## src/design/rdsgd_pkg.sv

```systemverilog
// rdsgd_pkg: shared types, codes and helpers of the rds group decoder
// used by the front, queue, back and top-level modules; no dependencies

package rdsgd_pkg;

    // group type codes taken from the second block
    localparam logic [3:0] GRP_BASIC = 4'd0;
    localparam logic [3:0] GRP_TEXT  = 4'd2;

    // write target codes on the result word
    localparam logic [1:0] TGT_NONE = 2'd0;
    localparam logic [1:0] TGT_PS   = 2'd1;
    localparam logic [1:0] TGT_RT   = 2'd2;

    // characters that radiotext remaps
    localparam logic [6:0] CHR_CR    = 7'h0D;
    localparam logic [6:0] CHR_LF    = 7'h0A;
    localparam logic [6:0] CHR_NUL   = 7'h00;
    localparam logic [6:0] CHR_SPACE = 7'h20;

    localparam int IN_W  = 64;
    localparam int OUT_W = 48;

    typedef enum logic [1:0] {
        KIND_NONE,
        KIND_PS,
        KIND_RT_A,
        KIND_RT_B
    } cmd_kind_t;

    // one decoded group waiting for the back end
    typedef struct packed {
        logic [15:0] prog_id;
        logic [4:0]  prog_type;
        logic        traffic_program;
        logic        traffic_announce;
        logic        music_speech;
        logic [3:0]  decoder_info;
        cmd_kind_t   kind;
        logic [3:0]  segment;
        logic [15:0] block_c;
        logic [15:0] block_d;
    } cmd_t;

    function automatic logic [6:0] conv_text(input logic [7:0] raw);
        logic [6:0] c;
        c = raw[6:0];
        if (c == CHR_CR)
            return CHR_NUL;
        else if (c == CHR_LF)
            return CHR_SPACE;
        else
            return c;
    endfunction

endpackage

```

## src/design/rdsgd_front.sv

```systemverilog
// rdsgd_front: accepts rds groups, classifies them and keeps the TA, MS and DI state
// depends on rdsgd_pkg

module rdsgd_front
(
    input  logic                  clk,
    input  logic                  rst_n,
    input  logic                  in_valid,
    output logic                  in_ready,
    input  logic [15:0]           block_a,
    input  logic [15:0]           block_b,
    input  logic [15:0]           block_c,
    input  logic [15:0]           block_d,
    input  logic                  q_full,
    output logic                  q_push,
    output rdsgd_pkg::cmd_t       q_cmd
);

    logic       announce_reg, announce_next;
    logic       speech_reg, speech_next;
    logic [3:0] info_reg, info_next;

    logic [3:0] group;
    logic       is_basic;
    logic       accept;
    logic [1:0] ps_seg;

    assign group    = block_b[15:12];
    assign is_basic = (group == rdsgd_pkg::GRP_BASIC);
    assign in_ready = !q_full;
    assign accept   = in_valid && in_ready;
    assign q_push   = accept;
    assign ps_seg   = block_b[1:0];

    always_comb
    begin
        announce_next = announce_reg;
        speech_next   = speech_reg;
        info_next     = info_reg;
        if (accept && is_basic)
        begin
            announce_next = block_b[4];
            speech_next   = block_b[3];
            info_next     = (info_reg & ~(4'b0001 << ps_seg)) | ({3'b000, block_b[2]} << ps_seg);
        end
    end

    always_ff @(posedge clk or negedge rst_n)
    begin
        if (!rst_n)
        begin
            announce_reg <= 1'b0;
            speech_reg   <= 1'b0;
            info_reg     <= 4'b0000;
        end
        else
        begin
            announce_reg <= announce_next;
            speech_reg   <= speech_next;
            info_reg     <= info_next;
        end
    end

    // the command carries the state as it stands after this group
    always_comb
    begin
        q_cmd.prog_id          = block_a;
        q_cmd.prog_type        = block_b[9:5];
        q_cmd.traffic_program  = block_b[10];
        q_cmd.traffic_announce = announce_next;
        q_cmd.music_speech     = speech_next;
        q_cmd.decoder_info     = info_next;
        q_cmd.segment          = block_b[3:0];
        q_cmd.block_c          = block_c;
        q_cmd.block_d          = block_d;
        case (group)
            rdsgd_pkg::GRP_BASIC: q_cmd.kind = rdsgd_pkg::KIND_PS;
            rdsgd_pkg::GRP_TEXT:  q_cmd.kind = block_b[11] ? rdsgd_pkg::KIND_RT_B
                                                            : rdsgd_pkg::KIND_RT_A;
            default:              q_cmd.kind = rdsgd_pkg::KIND_NONE;
        endcase
    end

endmodule

```

## src/design/rdsgd_queue.sv

```systemverilog
// rdsgd_queue: small first-in first-out queue of decoded group commands
// depends on rdsgd_pkg

module rdsgd_queue #(
    parameter int DEPTH = 4
)
(
    input  logic              clk,
    input  logic              rst_n,
    input  logic              push,
    input  rdsgd_pkg::cmd_t   push_cmd,
    output logic              full,
    input  logic              pop,
    output logic              not_empty,
    output rdsgd_pkg::cmd_t   pop_cmd
);

    localparam int PTR_W = (DEPTH > 1) ? $clog2(DEPTH) : 1;
    localparam int CNT_W = $clog2(DEPTH + 1);
    localparam logic [PTR_W-1:0] LAST_PTR = PTR_W'(DEPTH - 1);
    localparam logic [CNT_W-1:0] FULL_CNT = CNT_W'(DEPTH);

    rdsgd_pkg::cmd_t        mem [DEPTH];
    logic [PTR_W-1:0]       wr_ptr_reg, wr_ptr_next;
    logic [PTR_W-1:0]       rd_ptr_reg, rd_ptr_next;
    logic [CNT_W-1:0]       count_reg, count_next;
    logic                   do_push, do_pop;

    assign full      = (count_reg == FULL_CNT);
    assign not_empty = (count_reg != '0);
    assign do_push   = push && !full;
    assign do_pop    = pop && not_empty;
    assign pop_cmd   = mem[rd_ptr_reg];

    always_comb
    begin
        wr_ptr_next = wr_ptr_reg;
        rd_ptr_next = rd_ptr_reg;
        count_next  = count_reg;
        if (do_push)
            wr_ptr_next = (wr_ptr_reg == LAST_PTR) ? '0 : wr_ptr_reg + 1'b1;
        if (do_pop)
            rd_ptr_next = (rd_ptr_reg == LAST_PTR) ? '0 : rd_ptr_reg + 1'b1;
        if (do_push && !do_pop)
            count_next = count_reg + 1'b1;
        else if (do_pop && !do_push)
            count_next = count_reg - 1'b1;
    end

    always_ff @(posedge clk or negedge rst_n)
    begin
        if (!rst_n)
        begin
            wr_ptr_reg <= '0;
            rd_ptr_reg <= '0;
            count_reg  <= '0;
        end
        else
        begin
            wr_ptr_reg <= wr_ptr_next;
            rd_ptr_reg <= rd_ptr_next;
            count_reg  <= count_next;
        end
    end

    always_ff @(posedge clk)
    begin
        if (do_push)
            mem[wr_ptr_reg] <= push_cmd;
    end

endmodule

```

## src/design/rdsgd_back.sv

```systemverilog
// rdsgd_back: walks each queued command and emits its character words
// depends on rdsgd_pkg; holds the registered output stage of the top level

module rdsgd_back
(
    input  logic                  clk,
    input  logic                  rst_n,
    input  logic                  q_valid,
    input  rdsgd_pkg::cmd_t       q_cmd,
    output logic                  q_pop,
    output logic                  out_valid,
    input  logic                  out_ready,
    output logic [15:0]           prog_id,
    output logic [4:0]            prog_type,
    output logic                  traffic_program,
    output logic                  traffic_announce,
    output logic                  music_speech,
    output logic [3:0]            decoder_info,
    output logic [1:0]            write_target,
    output logic [5:0]            char_position,
    output logic [6:0]            char_value,
    output logic                  last
);

    logic [1:0]  idx_reg, idx_next;
    logic        valid_reg, valid_next;
    logic [15:0] prog_id_reg;
    logic [4:0]  prog_type_reg;
    logic        tp_reg, ta_reg, ms_reg;
    logic [3:0]  di_reg;
    logic [1:0]  target_reg;
    logic [5:0]  pos_reg;
    logic [6:0]  char_reg;
    logic        last_reg;

    logic        load;
    logic [1:0]  r_target;
    logic [5:0]  r_pos;
    logic [6:0]  r_char;
    logic        r_last;
    logic [7:0]  d_byte;
    logic [7:0]  rt_byte;

    assign load  = q_valid && (!valid_reg || out_ready);
    assign q_pop = load && r_last;

    // station name and version b text take the two bytes of block d
    assign d_byte = idx_reg[0] ? q_cmd.block_d[7:0] : q_cmd.block_d[15:8];

    always_comb
    begin
        case (idx_reg)
            2'd0:    rt_byte = q_cmd.block_c[15:8];
            2'd1:    rt_byte = q_cmd.block_c[7:0];
            2'd2:    rt_byte = q_cmd.block_d[15:8];
            default: rt_byte = q_cmd.block_d[7:0];
        endcase
    end

    always_comb
    begin
        case (q_cmd.kind)
            rdsgd_pkg::KIND_PS:
            begin
                r_target = rdsgd_pkg::TGT_PS;
                r_pos    = {3'b000, q_cmd.segment[1:0], idx_reg[0]};
                r_char   = d_byte[6:0];
                r_last   = idx_reg[0];
            end
            rdsgd_pkg::KIND_RT_A:
            begin
                r_target = rdsgd_pkg::TGT_RT;
                r_pos    = {q_cmd.segment, idx_reg};
                r_char   = rdsgd_pkg::conv_text(rt_byte);
                r_last   = (idx_reg == 2'd3);
            end
            rdsgd_pkg::KIND_RT_B:
            begin
                r_target = rdsgd_pkg::TGT_RT;
                r_pos    = {1'b0, q_cmd.segment, idx_reg[0]};
                r_char   = rdsgd_pkg::conv_text(d_byte);
                r_last   = idx_reg[0];
            end
            default:
            begin
                r_target = rdsgd_pkg::TGT_NONE;
                r_pos    = 6'd0;
                r_char   = 7'd0;
                r_last   = 1'b1;
            end
        endcase
    end

    always_comb
    begin
        idx_next   = idx_reg;
        valid_next = valid_reg;
        if (load)
        begin
            idx_next   = r_last ? 2'd0 : idx_reg + 2'd1;
            valid_next = 1'b1;
        end
        else if (out_ready)
            valid_next = 1'b0;
    end

    always_ff @(posedge clk or negedge rst_n)
    begin
        if (!rst_n)
        begin
            idx_reg   <= 2'd0;
            valid_reg <= 1'b0;
        end
        else
        begin
            idx_reg   <= idx_next;
            valid_reg <= valid_next;
        end
    end

    always_ff @(posedge clk)
    begin
        if (load)
        begin
            prog_id_reg   <= q_cmd.prog_id;
            prog_type_reg <= q_cmd.prog_type;
            tp_reg        <= q_cmd.traffic_program;
            ta_reg        <= q_cmd.traffic_announce;
            ms_reg        <= q_cmd.music_speech;
            di_reg        <= q_cmd.decoder_info;
            target_reg    <= r_target;
            pos_reg       <= r_pos;
            char_reg      <= r_char;
            last_reg      <= r_last;
        end
    end

    assign out_valid        = valid_reg;
    assign prog_id          = prog_id_reg;
    assign prog_type        = prog_type_reg;
    assign traffic_program  = tp_reg;
    assign traffic_announce = ta_reg;
    assign music_speech     = ms_reg;
    assign decoder_info     = di_reg;
    assign write_target     = target_reg;
    assign char_position    = pos_reg;
    assign char_value       = char_reg;
    assign last             = last_reg;

endmodule

```

## src/design/rds_group_decoder.sv

```systemverilog
// rds_group_decoder: top level of the rds group decoder
// depends on rdsgd_pkg, rdsgd_front, rdsgd_queue and rdsgd_back
//
// one input word is a whole rds group (blocks a to d); each group gives one or
// more result words on the output stream, the group's final word flagged by tlast
// group 0 gives two station-name words, group 2a four radiotext words, group 2b
// two, every other group one word with tuser at "no write"
// the front accepts a group in any cycle the command queue has room, updates
// the stored TA, MS and DI bits on a group 0 and queues the group; the back
// walks the queued group and emits one word per cycle into the output
// register while m_tready does not stall it; the first word of a group passes
// through the queue and then the output register
// while m_tready is high the output register takes one word per cycle; a group
// has at most four words, for group 2a; the queue of QUEUE_DEPTH groups lets
// the input run ahead while the output drains
// when m_tready is low the output register holds its word and the queue fills;
// s_tready drops only when the queue is full
// reset clears the stored flags, the queue and the output valid

module rds_group_decoder #(
    parameter int QUEUE_DEPTH = 4
)
(
    input  logic                          clk,
    input  logic                          rst_n,
    input  logic                          s_tvalid,
    output logic                          s_tready,
    // block_a, block_b, block_c, block_d
    input  logic [rdsgd_pkg::IN_W-1:0]    s_tdata,
    output logic                          m_tvalid,
    input  logic                          m_tready,
    // prog_id, prog_type, traffic_program, traffic_announce, music_speech,
    // decoder_info, char_position, char_value, zero fill
    output logic [rdsgd_pkg::OUT_W-1:0]   m_tdata,
    // write_target
    output logic [1:0]                    m_tuser,
    output logic                          m_tlast
);

    rdsgd_pkg::cmd_t push_cmd, pop_cmd;
    logic            q_full, q_push, q_pop, q_valid;

    logic [15:0] prog_id;
    logic [4:0]  prog_type;
    logic        traffic_program, traffic_announce, music_speech;
    logic [3:0]  decoder_info;
    logic [5:0]  char_position;
    logic [6:0]  char_value;

    rdsgd_front u_front
    (
        .clk      (clk),
        .rst_n    (rst_n),
        .in_valid (s_tvalid),
        .in_ready (s_tready),
        .block_a  (s_tdata[15:0]),
        .block_b  (s_tdata[31:16]),
        .block_c  (s_tdata[47:32]),
        .block_d  (s_tdata[63:48]),
        .q_full   (q_full),
        .q_push   (q_push),
        .q_cmd    (push_cmd)
    );

    rdsgd_queue #(
        .DEPTH (QUEUE_DEPTH)
    ) u_queue
    (
        .clk       (clk),
        .rst_n     (rst_n),
        .push      (q_push),
        .push_cmd  (push_cmd),
        .full      (q_full),
        .pop       (q_pop),
        .not_empty (q_valid),
        .pop_cmd   (pop_cmd)
    );

    rdsgd_back u_back
    (
        .clk              (clk),
        .rst_n            (rst_n),
        .q_valid          (q_valid),
        .q_cmd            (pop_cmd),
        .q_pop            (q_pop),
        .out_valid        (m_tvalid),
        .out_ready        (m_tready),
        .prog_id          (prog_id),
        .prog_type        (prog_type),
        .traffic_program  (traffic_program),
        .traffic_announce (traffic_announce),
        .music_speech     (music_speech),
        .decoder_info     (decoder_info),
        .write_target     (m_tuser),
        .char_position    (char_position),
        .char_value       (char_value),
        .last             (m_tlast)
    );

    assign m_tdata = {7'd0, char_value, char_position, decoder_info, music_speech,
                      traffic_announce, traffic_program, prog_type, prog_id};

endmodule

```

## config.mk

```make
export PLATFORM = sky130hd
export DESIGN_NAME = rds_group_decoder
export DESIGN_NICKNAME = d
export VERILOG_FILES = /design/src/design/rdsgd_pkg.sv /design/src/design/rdsgd_front.sv /design/src/design/rdsgd_queue.sv /design/src/design/rdsgd_back.sv /design/src/design/rds_group_decoder.sv
export SDC_FILE = /design/constraint.sdc
export NUM_CORES = 1
export LEC_CHECK = 0
export ABC_AREA = 1
export BUFFER_PORTS_ARGS = -buffer_cell sky130_fd_sc_hd__buf_2
export CORE_ASPECT_RATIO = 0.5
export CORE_MARGIN = 1
export CORE_UTILIZATION = 59
export CTS_CLUSTER_SIZE = 20
export DETAILED_ROUTE_END_ITERATION = 6
export PLACE_DENSITY = 0.8
export SLEW_MARGIN = 20
export SYNTH_ARGS = -nofsm -noshare
export SYNTH_HDL_FRONTEND = slang
export SYNTH_SLANG_ARGS = --single-unit
```

## constraint.sdc

```tcl
create_clock -name clk -period 5.9 [get_ports clk]
set_input_delay 0 -clock clk [delete_from_list [all_inputs] [get_ports clk]]
set_output_delay 0 -clock clk [all_outputs]
set_load 0.02 [all_outputs]
```

==> results list, run 1 <==
- The first routing iteration left 852 violations.
* FFs w/ async S/R, synth: 5.195%
- Hpwl dp: 14.21 mm
- Std-Cell Rows: 36
- Crit-path max cell delay: 0.72 ns
- LEAKAGE: 5.464 nW
* Io pins: 121
- Counting the fill cells in the layout gives 1,258.
- GRT Residual Overflow: 0
- Peak VDD IR: 336.4 µV
- Initial cell density of the core: 61.54%
* Startpoint type of the worst setup path: flop
* CTS root buffer: clkbuf_16
- Buf/Inv on CP: 3
- Sequential fraction of the synthesis area: 74.84%
- The count of nets left with antenna violations once routing finished came out at 0.
* Routed length per placed instance: 18.99 µm
- After floorplanning, the core was sized to cover 19,910 µm².
- From left edge to right edge, the die measures 205.8 µm.
* Antenna violations before repair: 0
- Minimum period implied by the final worst setup slack: 3.768 ns
* Period Utilization, post-route: 63.86%
- The die is 103.9 µm tall.
- Outcome: finished, final reports clean
* Top sig layer: met4
- Total design power: 7.631 mW
- The most common cell in the synthesized netlist is edfxtp_1.
- Proportion of layout cells with a drive suffix above 1: 16.12%
- Final hold slack: 0.04403 ns
- The cell family contributing the most delay on the critical path is compound AO/OA/AOI/OAI gates.
- Via count of the first global-routing pass: 7,883
* CTS Buf Count: 26
* Total routing usage reported by global routing: 24.92%
- Sink Count: 308
- Across all layers, the routed design uses 7,982 vias.
* Via-per-instance ratio: 5.742
- Total number of H-tree levels: 1
- The mapped netlist covers 12,250 µm².
- Sorting the synthesized cells by area gives the leading types as edfxtp_1 (72%), nand2_1 (6.3%), nand3_1 (3.5%), dfrtp_1 (3.3%), o21ai_0 (3.1%).
* Die Footprint: 21,380 µm²
* Post-synthesis sequential element count: 308
- The clock passes through at most 3 buffers.
- Distinct cell type count after synthesis: 38
- A synthesized cell averages 13.02 µm².
- Worst Setup End Kind: flop
* Minimum setup slack after placement: 2.236 ns
* Data arrival time of the worst path: 4.17 ns
- The number of failing hold endpoints at the final stage was 0.
* Count of endpoints failing setup in the final report: 0
- Post-CTS repair changed the size of 0 cells.
* Max Clk Rate: 265.4 MHz
- The synthesized design devotes to its leading area cell type 71.57% of total area.
- Global-route wire length before repair: 40.93 mm
- Final setup slack of the worst path: 2.132 ns
* Synthesis-to-layout area growth: 17.93%
- TritonCTS clock tree: built
* # nets final: 1,183
- Wire segments on met2 add up to 13.30 mm in the final route.
* Yosys Warn Count: 0
- IO buf count: 109
- Synthesis produced a netlist whose cell count is 941.
- Detailed routing placed a total of 1.820 mm of wire on met3.
* Required @ worst endpoint: 6.30 ns
- Number of optimization iterations in the first detailed-route pass: 6
- For the final routed database, the setup TNS stands at 0 ns.
- On the final layout, the worst clock skew is 0.01286 ns.
* Residual DRC count: 0
- Clock-pin slew was measured on the worst setup and hold paths at 0.07 ns.
- Max-cap violations in this run came to 0.
- The register with the most flip-flops in the layout has 248 of them.
- Power spread over the standard cell area amounts to 528.2 nW/µm².
- The congestion estimate from routability-driven global placement came to 0.9199.
- Setup repair after global routing left no endpoint under its margin.
- Worst skew pair latency: 0.53 ns
* Largest net degree at the start of global routing: 125
* Total wire length: 26.39 mm
- Ordered cell list for the critical path: inv_6 -> o21ai_0 -> o22ai_4 -> nand2_4 -> o21ai_4 -> nor2_1 -> inv_1 -> ha_1 -> inv_1 -> fa_1 -> a21oi_1 -> o21ai_0 -> xor2_1
* Crit path max fanout: 124
- The commonest cells after synthesis are edfxtp_1 (292), nand2_1 (205), nor2_1 (89), nand3_1 (86), o21ai_0 (76).
- Tightest Pin Transition: 1.026 ns
* Primary flip-flop cell chosen by synthesis mapping: edfxtp_1
- Final count of pins violating max slew: 0
- The tightest min-delay check is of the in2reg type.
- After detailed routing, the wire length on met1 is 10.75 mm.
- The critical path is of the reg2reg type.
- Cell at the slowest stage of the critical path: inv_6
- The synthesized design spends more area on one cell type than any other, namely edfxtp_1.
* Max-slew headroom at the worst pin: 31.44%
- Yosys mapped a number of flops with a built-in enable equal to 292.
## repair_timing
item	4_1_cts	5_1_grt
buffers inserted	0	0
endpoints found under the hold margin	258	0
hold buffers	63	0
## logic make-up (layout without fill, tap and decap cells)
kind of cell / count (synthesis) / count (layout) / share of synthesized area, %
AO/OA/AOI/OAI: 138 / 138 / 6.526
XOR/XNOR: 2 / 2 / 0.1430
adder cells (fa/ha/maj): 12 / 12 / 1.287
buffers and inverters: 89 / 265 / 3.911
flip-flops: 308 / 308 / 74.84
multiplexers: 3 / 3 / 0.2757
other: 1 / 8 / 0.03061
AND/OR/NAND/NOR: 388 / 388 / 12.99
## metal layers
metal  up-vias  global-route usage, %
li1       3669                      -
met1      3918                  33.33
met2       346                  42.86
met3        49                  3.791
met4         0                  6.828
met5         -                      0
## worst reg2reg max path, delay by kind of cell (launching register included)
| kind | cells | cell delay, ns |
|---|---|---|
| xor+xnor | 1 | 0.15 |
| buf+inv | 3 | 0.90 |
| fa+ha+maj | 2 | 0.62 |
| compound gates | 5 | 1.06 |
| simple gates | 2 | 0.27 |
| flops | 1 | 0.64 |
## per-stage QoR
step | std cells | util [%] | area, µm²
after floorplan | 947 | - | 12270
after global placement | 1278 | 64.93 | 12930
after detailed placement | 1278 | 64.93 | 12930
after CTS | 1389 | 72.56 | 14450
after global routing | 1389 | 72.56 | 14450
final | 1390 | 72.57 | 14450
## power breakdown
| part | switching, mW | internal (mW) |
|---|---|---|
| clock | 0.740 | 1.01 |
| sequential | 0.221 | 3.10 |
| combinational | 1.83 | 0.727 |
## path summary, 6_finish.rpt
kind / cells after the start / endpoint / slack, ns / startpoint
worst min register to register: 1 / u_front.speech_reg$_DFF_PN0_ / 0.55 / u_front.speech_reg$_DFF_PN0_
min in group asynchronous: 3 / u_back.idx_reg[0]$_DFFE_PN0P_ / 0.69 / rst_n
worst min-delay path: 4 / u_queue.mem[2][36]$_DFFE_PP_ / 0.04 / s_tdata[29]
max in group asynchronous: 3 / u_queue.rd_ptr_reg[0]$_DFFE_PN0P_ / 4.58 / rst_n
worst max register to register: 13 / u_queue.count_reg[2]$_DFFE_PN0P_ / 2.13 / u_queue.rd_ptr_reg[0]$_DFFE_PN0P_
worst max-delay path: 13 / u_queue.count_reg[2]$_DFFE_PN0P_ / 2.13 / u_queue.rd_ptr_reg[0]$_DFFE_PN0P_
## placed cells by master, fill, tap and decap left out, types with 2 or more instances in the layout
cell / netlist / layout
a21oi_1: 7 / 7
a31oi_1: 4 / 3
a32o_1: 3 / 3
a41oi_1: 2 / 2
buf_2: 10 / 109
buf_4: 18 / 8
bufinv_16: 0 / 2
clkbuf_1: 15 / 5
clkbuf_16: 0 / 27
clkbuf_8: 0 / 7
clkinv_1: 1 / 3
clkinv_2: 0 / 3
clkinvlp_4: 0 / 2
conb_1: 1 / 7
dfrtp_1: 16 / 14
dlygate4sd3_1: 0 / 63
edfxtp_1: 292 / 292
ha_1: 11 / 11
inv_1: 33 / 33
inv_2: 2 / 2
mux2_2: 3 / 3
nand2_1: 205 / 205
nand3_1: 86 / 86
nor2_1: 89 / 85
nor2_2: 4 / 4
nor2_4: 0 / 4
o21ai_0: 76 / 76
o21ai_1: 7 / 7
o21bai_1: 2 / 2
o22ai_1: 32 / 32
## layout make-up
type / count / area, µm² / area share, %
clock inverters: 9 / 97.59 / 0.6754
inverters: 37 / 143.9 / 0.9958
flip-flops and latches: 308 / 9174 / 63.49
multi-input cells: 550 / 2671 / 18.49
well taps: 266 / 332.8 / 2.303
repair buffers: 180 / 1236 / 8.556
clock buffers: 39 / 790.8 / 5.473
diodes: 1 / 2.502 / 0.01732
(Power assumes the default switching activity.)
==> run 2, diff against run 1 <==
Settings changed: ABC_AREA 1 to 0.
Clock period 5.9 ns to 3.6 ns, I/O delays scaled along.
==> run 2 against run 1 <==
Against the previous run: synthesized area shrank 0.67%; hold slack improved by 0.040 ns; clock skew grew 0.0054 ns; critical path type unchanged; design area is 0.97% higher.
==> results list, run 2 <==
- By count the netlist is led by edfxtp_1 (292), mux4_2 (55), mux2i_1 (42), nand2_1 (22), dfrtp_1 (16).
* Global-route wire length before repair: 37.83 mm
- Total wire length: 24.73 mm
* Fraction of power consumed by sequential logic: 43.8%
- Derived from the worst setup path, the maximum achievable clock frequency is 325.2 MHz.
- For this run, the register share of the synthesized area comes to 75.34%.
* # nets final: 877
* Netlist Area Pre-Place: 12,170 µm²
- Via-per-instance ratio: 5.947
- Worst Setup Path Type: reg2reg
- Startpoint type of the worst setup path: flop
- Antenna violations before repair: 0
* Minimum setup slack after placement: 0.5934 ns
- Excluding fillers, the count of instances in the completed layout stands at 1,083.
- The floorplan has 36 rows.
- For this run, the detailed router's first-pass iteration total came to 5.
- RSZ-0062 raised after global routing: false
* Power Internal: 8.343 mW
- Switching part of the total: 32.16%
* Crit path max fanout: 22
- Placed cells: 971
- Die Footprint: 21,240 µm²
* Max-cap viol count: 0
- Post-CTS timing repair inserted 0 buffers for setup.
- Via count of the first global-routing pass: 6,821
* CTS Buf Count: 26
* Most frequent cell after synthesis: edfxtp_1
- Total Neg Setup Slack: 0 ns
* Final count of pins violating max slew: 0
* Io pins: 121
- TritonCTS built the clock tree.
- Residual DRC count: 0
- Data arrival time of the worst path: 3.37 ns
- Minimum period implied by the final worst setup slack: 3.075 ns
* Period Utilization, post-route: 85.42%
- Dividing the detail-routed wire length by the instance count gives 22.84 µm.
* Type of the tightest min-delay check: in2reg
* Total design power: 12.30 mW
- Number of flops mapped to enable cells by yosys: 292
* Fill cell instance count of the final layout: 1,177
- The largest single stage delay on the critical path is 0.65 ns.
* Cell at the slowest stage of the critical path: dfrtp_4
- The tree is rooted in a clkbuf_16.
* Leading area contributor after synthesis: edfxtp_1
- FFs w/ async S/R, synth: 5.195%
- Synthesis handed over a netlist of 604 instances.
- Count of antenna diodes in the layout: 0
- Final hold slack: 0.08367 ns
- Post-Synthesis Mean Instance Area: 20.15 µm²
- Summed over all nets, the switching power comes to 3.955 mW.
* Logic pwr share: 32.9%
- No sink is reached through more buffers than the 3 on the longest clock path.
- Synthesis instantiated 48 different standard cells from the library.
* Required @ worst endpoint: 3.89 ns
- Via count: 6,441
- Worst Setup End Kind: flop
* Most frequent standard cell in the layout excluding fill and tap cells: edfxtp_1
* Yosys Warn Count: 0
- The signal on the critical path passes through buf_4 -> mux4_2 -> mux2i_1 -> nand3_1 -> a211oi_2 -> nor2_1 -> a211o_1.
- Proportion of layout cells with a drive suffix above 1: 29.50%
- Entering global routing, the biggest net connects 54 pins.
- Peak VDD IR: 585.1 µV
- Count of endpoints failing setup in the final report: 0
- During placement, the flow inserted port buffers numbering 109.
- CTS built an H-tree with a depth of 1.
- Initial cell density of the core: 61.40%
* Die Span Y: 103.6 µm
- In the global route stage, overall resource usage came out at 23.90%.
- Worst clock skew: 0.01827 ns
- Sorting the synthesized cells by area gives the leading types as edfxtp_1 (72%), mux4_2 (10%), mux2i_1 (3.5%), dfrtp_1 (3.3%), mux2_2 (1.2%).
* Gp weighted congestion: 0.8349
- Max-slew headroom at the worst pin: 43.33%
- For the pin with the worst max-slew slack, the measured transition is 0.8473 ns.
- LEAKAGE: 5.195 nW
- Violation count after the first detailed-route iteration: 556
- Outcome: finished, final reports clean
* Primary flip-flop cell chosen by synthesis mapping: edfxtp_1
* Post-synthesis sequential element count: 308
- Summed over all layers, the global routing overflow is 0.
- The detail route stage leaves a number of antenna-violating nets equal to 0.
- The number of failing hold endpoints at the final stage was 0.
* Fraction of post-synthesis cell area in the top cell type by area: 72.05%
* Clk network pwr share: 23.3%
- X dimension of the die: 205.1 µm
- In this run the standard cell core region covers 19,820 µm².
- After layout, the worst setup slack is 0.5248 ns.
- The register with the most flip-flops in the layout has 248 of them.
- Power density relative to cell area: 842.9 nW/µm²
* Synthesis-to-layout area growth: 19.88%
* Clock edge transition at the registers on the reported setup and hold paths: 0.07 ns
- Hpwl dp: 13.96 mm
- Sink Count: 308
- Worst skew pair latency: 0.55 ns
* Highest-count cells in the layout ignoring fill and taps: edfxtp_1 (292), buf_2 (109), dlygate4sd3_1 (64)
[run 2: layer usage]
metal	routed length [µm]	GRT usage, %	up-vias	share of wire, %
met4	555	6.825	0	2.2
met3	1704	5.286	46	6.9
met2	12360	39.21	259	50
met1	10120	32.64	3277	41
met5	0	0	-	0
li1	-	-	2859	-
[run 2: final timing paths]
path | slack [ns] | start | depth (start not counted) | end
worst max-delay path | 0.52 | u_queue.rd_ptr_reg[1]$_DFFE_PN0P_ | 7 | u_back.char_value[3]$_DFFE_PP_
worst min-delay path | 0.08 | s_tdata[28] | 5 | u_front.speech_reg$_DFF_PN0_
worst max register to register | 0.52 | u_queue.rd_ptr_reg[1]$_DFFE_PN0P_ | 7 | u_back.char_value[3]$_DFFE_PP_
worst min register to register | 0.50 | u_queue.count_reg[2]$_DFFE_PN0P_ | 1 | u_queue.count_reg[2]$_DFFE_PN0P_
max in group asynchronous | 2.34 | rst_n | 3 | u_queue.rd_ptr_reg[1]$_DFFE_PN0P_
min in group asynchronous | 0.64 | rst_n | 3 | u_queue.wr_ptr_reg[0]$_DFFE_PN0P_
[run 2: cell type report]
class / count / area [µm²] / share of cell area [%]
Clock buffer: 40 / 763.2 / 5.232
Clock inverter: 8 / 103.9 / 0.7118
Inverter: 11 / 41.29 / 0.2830
Multi-Input combinational cell: 261 / 2815 / 19.30
Sequential cell: 308 / 9176 / 62.90
Tap cell: 266 / 332.8 / 2.281
Timing Repair Buffer: 189 / 1356 / 9.297
[run 2: cells by family after synthesis]
family	after synthesis	synth area share [%]
AOI/OAI and AO/OA	54	3.280
xor gates and xnor gates	3	0.2160
adders and majority gates	12	1.295
buffers and inverters	41	1.840
DFF	308	75.34
muxes	110	14.84
other	1	0.03082
and+or+nand+nor	75	3.156
[run 2: power by group through the flow]
stage	clock [mW]	combinational [mW]	sequential, mW
final	2.86	4.05	5.39
after global routing	3.02	4.34	5.45
after CTS	2.89	4.05	5.37
after detailed placement	0	3.97	5.43
after global placement	0	3.89	5.40
after floorplan	0	2.56	5.65
[run 2: repair_timing]
action | 4_1_cts | 5_1_grt
hold buffers | 64 | 0
gates resized for setup | 0 | 0
hold endpoints to repair | 273 | 0
[run 2: critical path, delay by kind of cell (launching register included)]
kind,cells,cell delay [ns]
buffers and inverters,1,0.42
and+or+nand+nor,2,0.27
muxes,2,0.89
DFF,1,0.65
AOI/OAI and AO/OA,2,0.57
[run 2: per-stage QoR]
stage                     util [%]  area [µm²]
after global routing         73.61       14590
after global placement       66.00       13080
after CTS                    73.61       14590
final                        73.61       14590
after floorplan                  -       12200
after detailed placement     66.00       13080
==> run 3, diff against run 2 <==
Settings changed: CORE_UTILIZATION 59 to 53, PLACE_DENSITY 0.8 to 0.76.
Clock period 3.6 ns to 2.7 ns, I/O delays scaled along.
==> run 3 against run 2 <==
Against the previous run: clock skew decreased by 0.0015 ns; critical path depth unchanged; design area up 4.2%; critical path type unchanged; via count rose by 2.3%; total power is 42% higher; critical endpoint unchanged.
==> results list, run 3 (synthesis results as in run 2) <==
* Outcome: finished, final reports clean
* Max-slew headroom at the worst pin: 48.28%
* Proportion of layout cells with a drive suffix above 1: 34.27%
- Reg2Reg Launch Point: u_queue.rd_ptr_reg[1]$_DFFE_PN0P_
- Total routing usage reported by global routing: 21.72%
- The first detailed-routing pass took 5 iterations.
- Data arrival time of the worst path: 2.96 ns
- Routability-driven placement finished with a final weighted congestion of 0.8435.
* Worst hold path cell count: 5
- Compared with the post-synthesis result, the final layout area differs by 24.96%.
- Timing would allow up to 375.2 MHz.
- The critical path is of the reg2reg type.
* Clock edge transition at the registers on the reported setup and hold paths: 0.07 ns
* Period Utilization, post-route: 98.71%
* Maximum root-to-sink buffer count: 3
- For this block, the via count after detailed routing is 6,590.
- For the pin with the worst max-slew slack, the measured transition is 0.7733 ns.
* Worst skew pair latency: 0.55 ns
- Buffers placed on the I/O ports in this run total 109.
- Measured in cells, the most critical reg-to-reg path has a length of 7.
* Minimum period implied by the final worst setup slack: 2.665 ns
- Hpwl dp: 15.37 mm
* CTS root buffer: clkbuf_16
- Die Span Y: 109.1 µm
- In this run the power density over the cells is 1148 nW/µm².
* Final Core Density: 68.78%
* Antenna-violating nets left: 0
- The repair_antennas step left the layout with diodes totalling 0.
* LEAKAGE: 5.448 nW
- In this run the most critical hold path is launched from s_tdata[31].
- The worst path meets setup with 0.03493 ns of slack.
- The critical path starts at u_queue.rd_ptr_reg[1]$_DFFE_PN0P_.
* Final Hold Fails: 0
* Worst Setup End Kind: flop
- In the final design database the tool counted 915 nets.
* Total Neg Setup Slack: 0 ns
- X dimension of the die: 216.3 µm
* Final count of pins violating max slew: 0
- Io pins: 121
- Core ar.: 22,110 µm²
* Ordered cell list for the critical path: buf_12 -> mux4_2 -> mux2_2 -> or3_4 -> a211oi_2 -> nor2_1 -> a211o_1
- The floorplan step defined a die boundary enclosing 23,610 µm².
- The number of antenna violations at the first check in global routing was 0.
* GRT Residual Overflow: 0
- Along the worst path, the maximum fanout reaches 5.
- The tree built by TritonCTS fans out to 308 sinks.
- TritonCTS clock tree: built
* Count of endpoints failing setup in the final report: 0
- Total wire length: 24.89 mm
- Cell at the slowest stage of the critical path: dfrtp_4
- Type of the tightest min-delay check: in2reg
- After floorplanning, the core was divided into 38 placement rows.
- The library cell used most frequently in the layout, excluding fill and tap cells, is edfxtp_1.
* Required @ worst endpoint: 3.00 ns
- In this run, CTS created clock tree buffers numbering 26.
- Residual DRC count: 0
* Initial cell density of the core: 55.04%
- The first global-routing pass estimated 38.10 mm of wire.
- Peak VDD IR: 506.3 µV
* Via-per-instance ratio: 5.706
- Startpoint type of the worst setup path: flop
- The tool flagged a number of max-cap violations equal to 0.
* Largest net degree at the start of global routing: 49
- Violation count after the first detailed-route iteration: 628
- In the layout the commonest cells are edfxtp_1 (292), buf_2 (109), dlygate4sd3_1 (65).
- Total number of H-tree levels: 1
- After detailed routing, the average wire length per cell comes to 21.55 µm.
- Fill cell instance count of the final layout: 1,396
* Via count of the first global-routing pass: 6,890
- Between clock sinks in the finished design, the worst skew comes to 0.01672 ns.
- Minimum setup slack after placement: -0.04993 ns
- The register with the most flip-flops in the layout has 248 of them.
- On the worst path, the slowest cell contributes a delay of 0.50 ns.
-- run 3: cell types whose count changed in the layout (fill, tap and decap cells not counted), sizes merged --
cell	before	now
buf	125	162
clkbuf	40	30
clkinv	6	11
bufinv	2	7
dlygate4sd3	64	65
-- run 3: per-layer routing --
| layer | up-vias | wire length [µm] | track usage, % |
|---|---|---|---|
| met2 | 237 | 12440 | 36.84 |
| li1 | 2933 | - | - |
| met3 | 41 | 1618 | 4.770 |
| met5 | - | 0 | 0 |
| met1 | 3379 | 10390 | 28.96 |
| met4 | 0 | 433 | 5.634 |
-- run 3: final timing paths --
kind / to / slack [ns]
setup / recovery: u_back.char_value[3]$_DFFE_PP_ / 0.03
min in group asynchronous: u_back.idx_reg[1]$_DFFE_PN0P_ / 0.66
setup reg to reg: u_back.char_value[3]$_DFFE_PP_ / 0.03
max in group asynchronous: u_queue.rd_ptr_reg[0]$_DFFE_PN0P_ / 1.47
hold reg to reg: u_queue.count_reg[2]$_DFFE_PN0P_ / 0.51
hold / removal: u_front.speech_reg$_DFF_PN0_ / 0.14
-- run 3: through the flow --
stage / cells / hold WS [ns] / instance area, µm² / power, mW
floorplan: 610 / -0.2956 / 12230 / 11.00
global placement: 1036 / -0.04434 / 13470 / 12.89
detailed placement: 1036 / -0.04340 / 13470 / 13.10
CTS: 1155 / 0.06654 / 15120 / 17.42
global route: 1155 / 0.1411 / 15210 / 18.27
finish: 1155 / 0.1427 / 15210 / 17.46
-- run 3: what timing repair did --
item / 4_1_cts / 5_1_grt
endpoints found under the hold margin: 274 / 0
hold buffers: 65 / 0
resized for setup: 4 / 17
pin swaps: 0 / 4
setup endpoints to repair: 3 / 7
setup buffers: 6 / 0
-- run 3: power by group --
group	internal, mW	switching, mW	total [mW]
clock network	2.44	1.67	4.11
registers	6.72	0.427	7.15
logic	2.87	3.34	6.20
total	12.0	5.43	17.5
-- run 3: critical path, delay by kind of cell (launching register included) --
family	cells	cell delay, ns
AOI/OAI and AO/OA	2	0.53
buffers and inverters	1	0.13
DFF	1	0.50
muxes	2	0.77
and+or+nand+nor	2	0.47
-- run 3: cell type report --
| class | count | area (µm²) | share of cell area [%] |
|---|---|---|---|
| flip-flops and latches | 308 | 9178 | 60.35 |
| well taps | 300 | 375.4 | 2.468 |
| repair buffers | 227 | 1755 | 11.54 |
| inverters | 11 | 41.29 | 0.2715 |
| clock inverters | 18 | 274.0 | 1.802 |
| multi-input cells | 261 | 2918 | 19.19 |
| clock buffers | 30 | 665.6 | 4.377 |
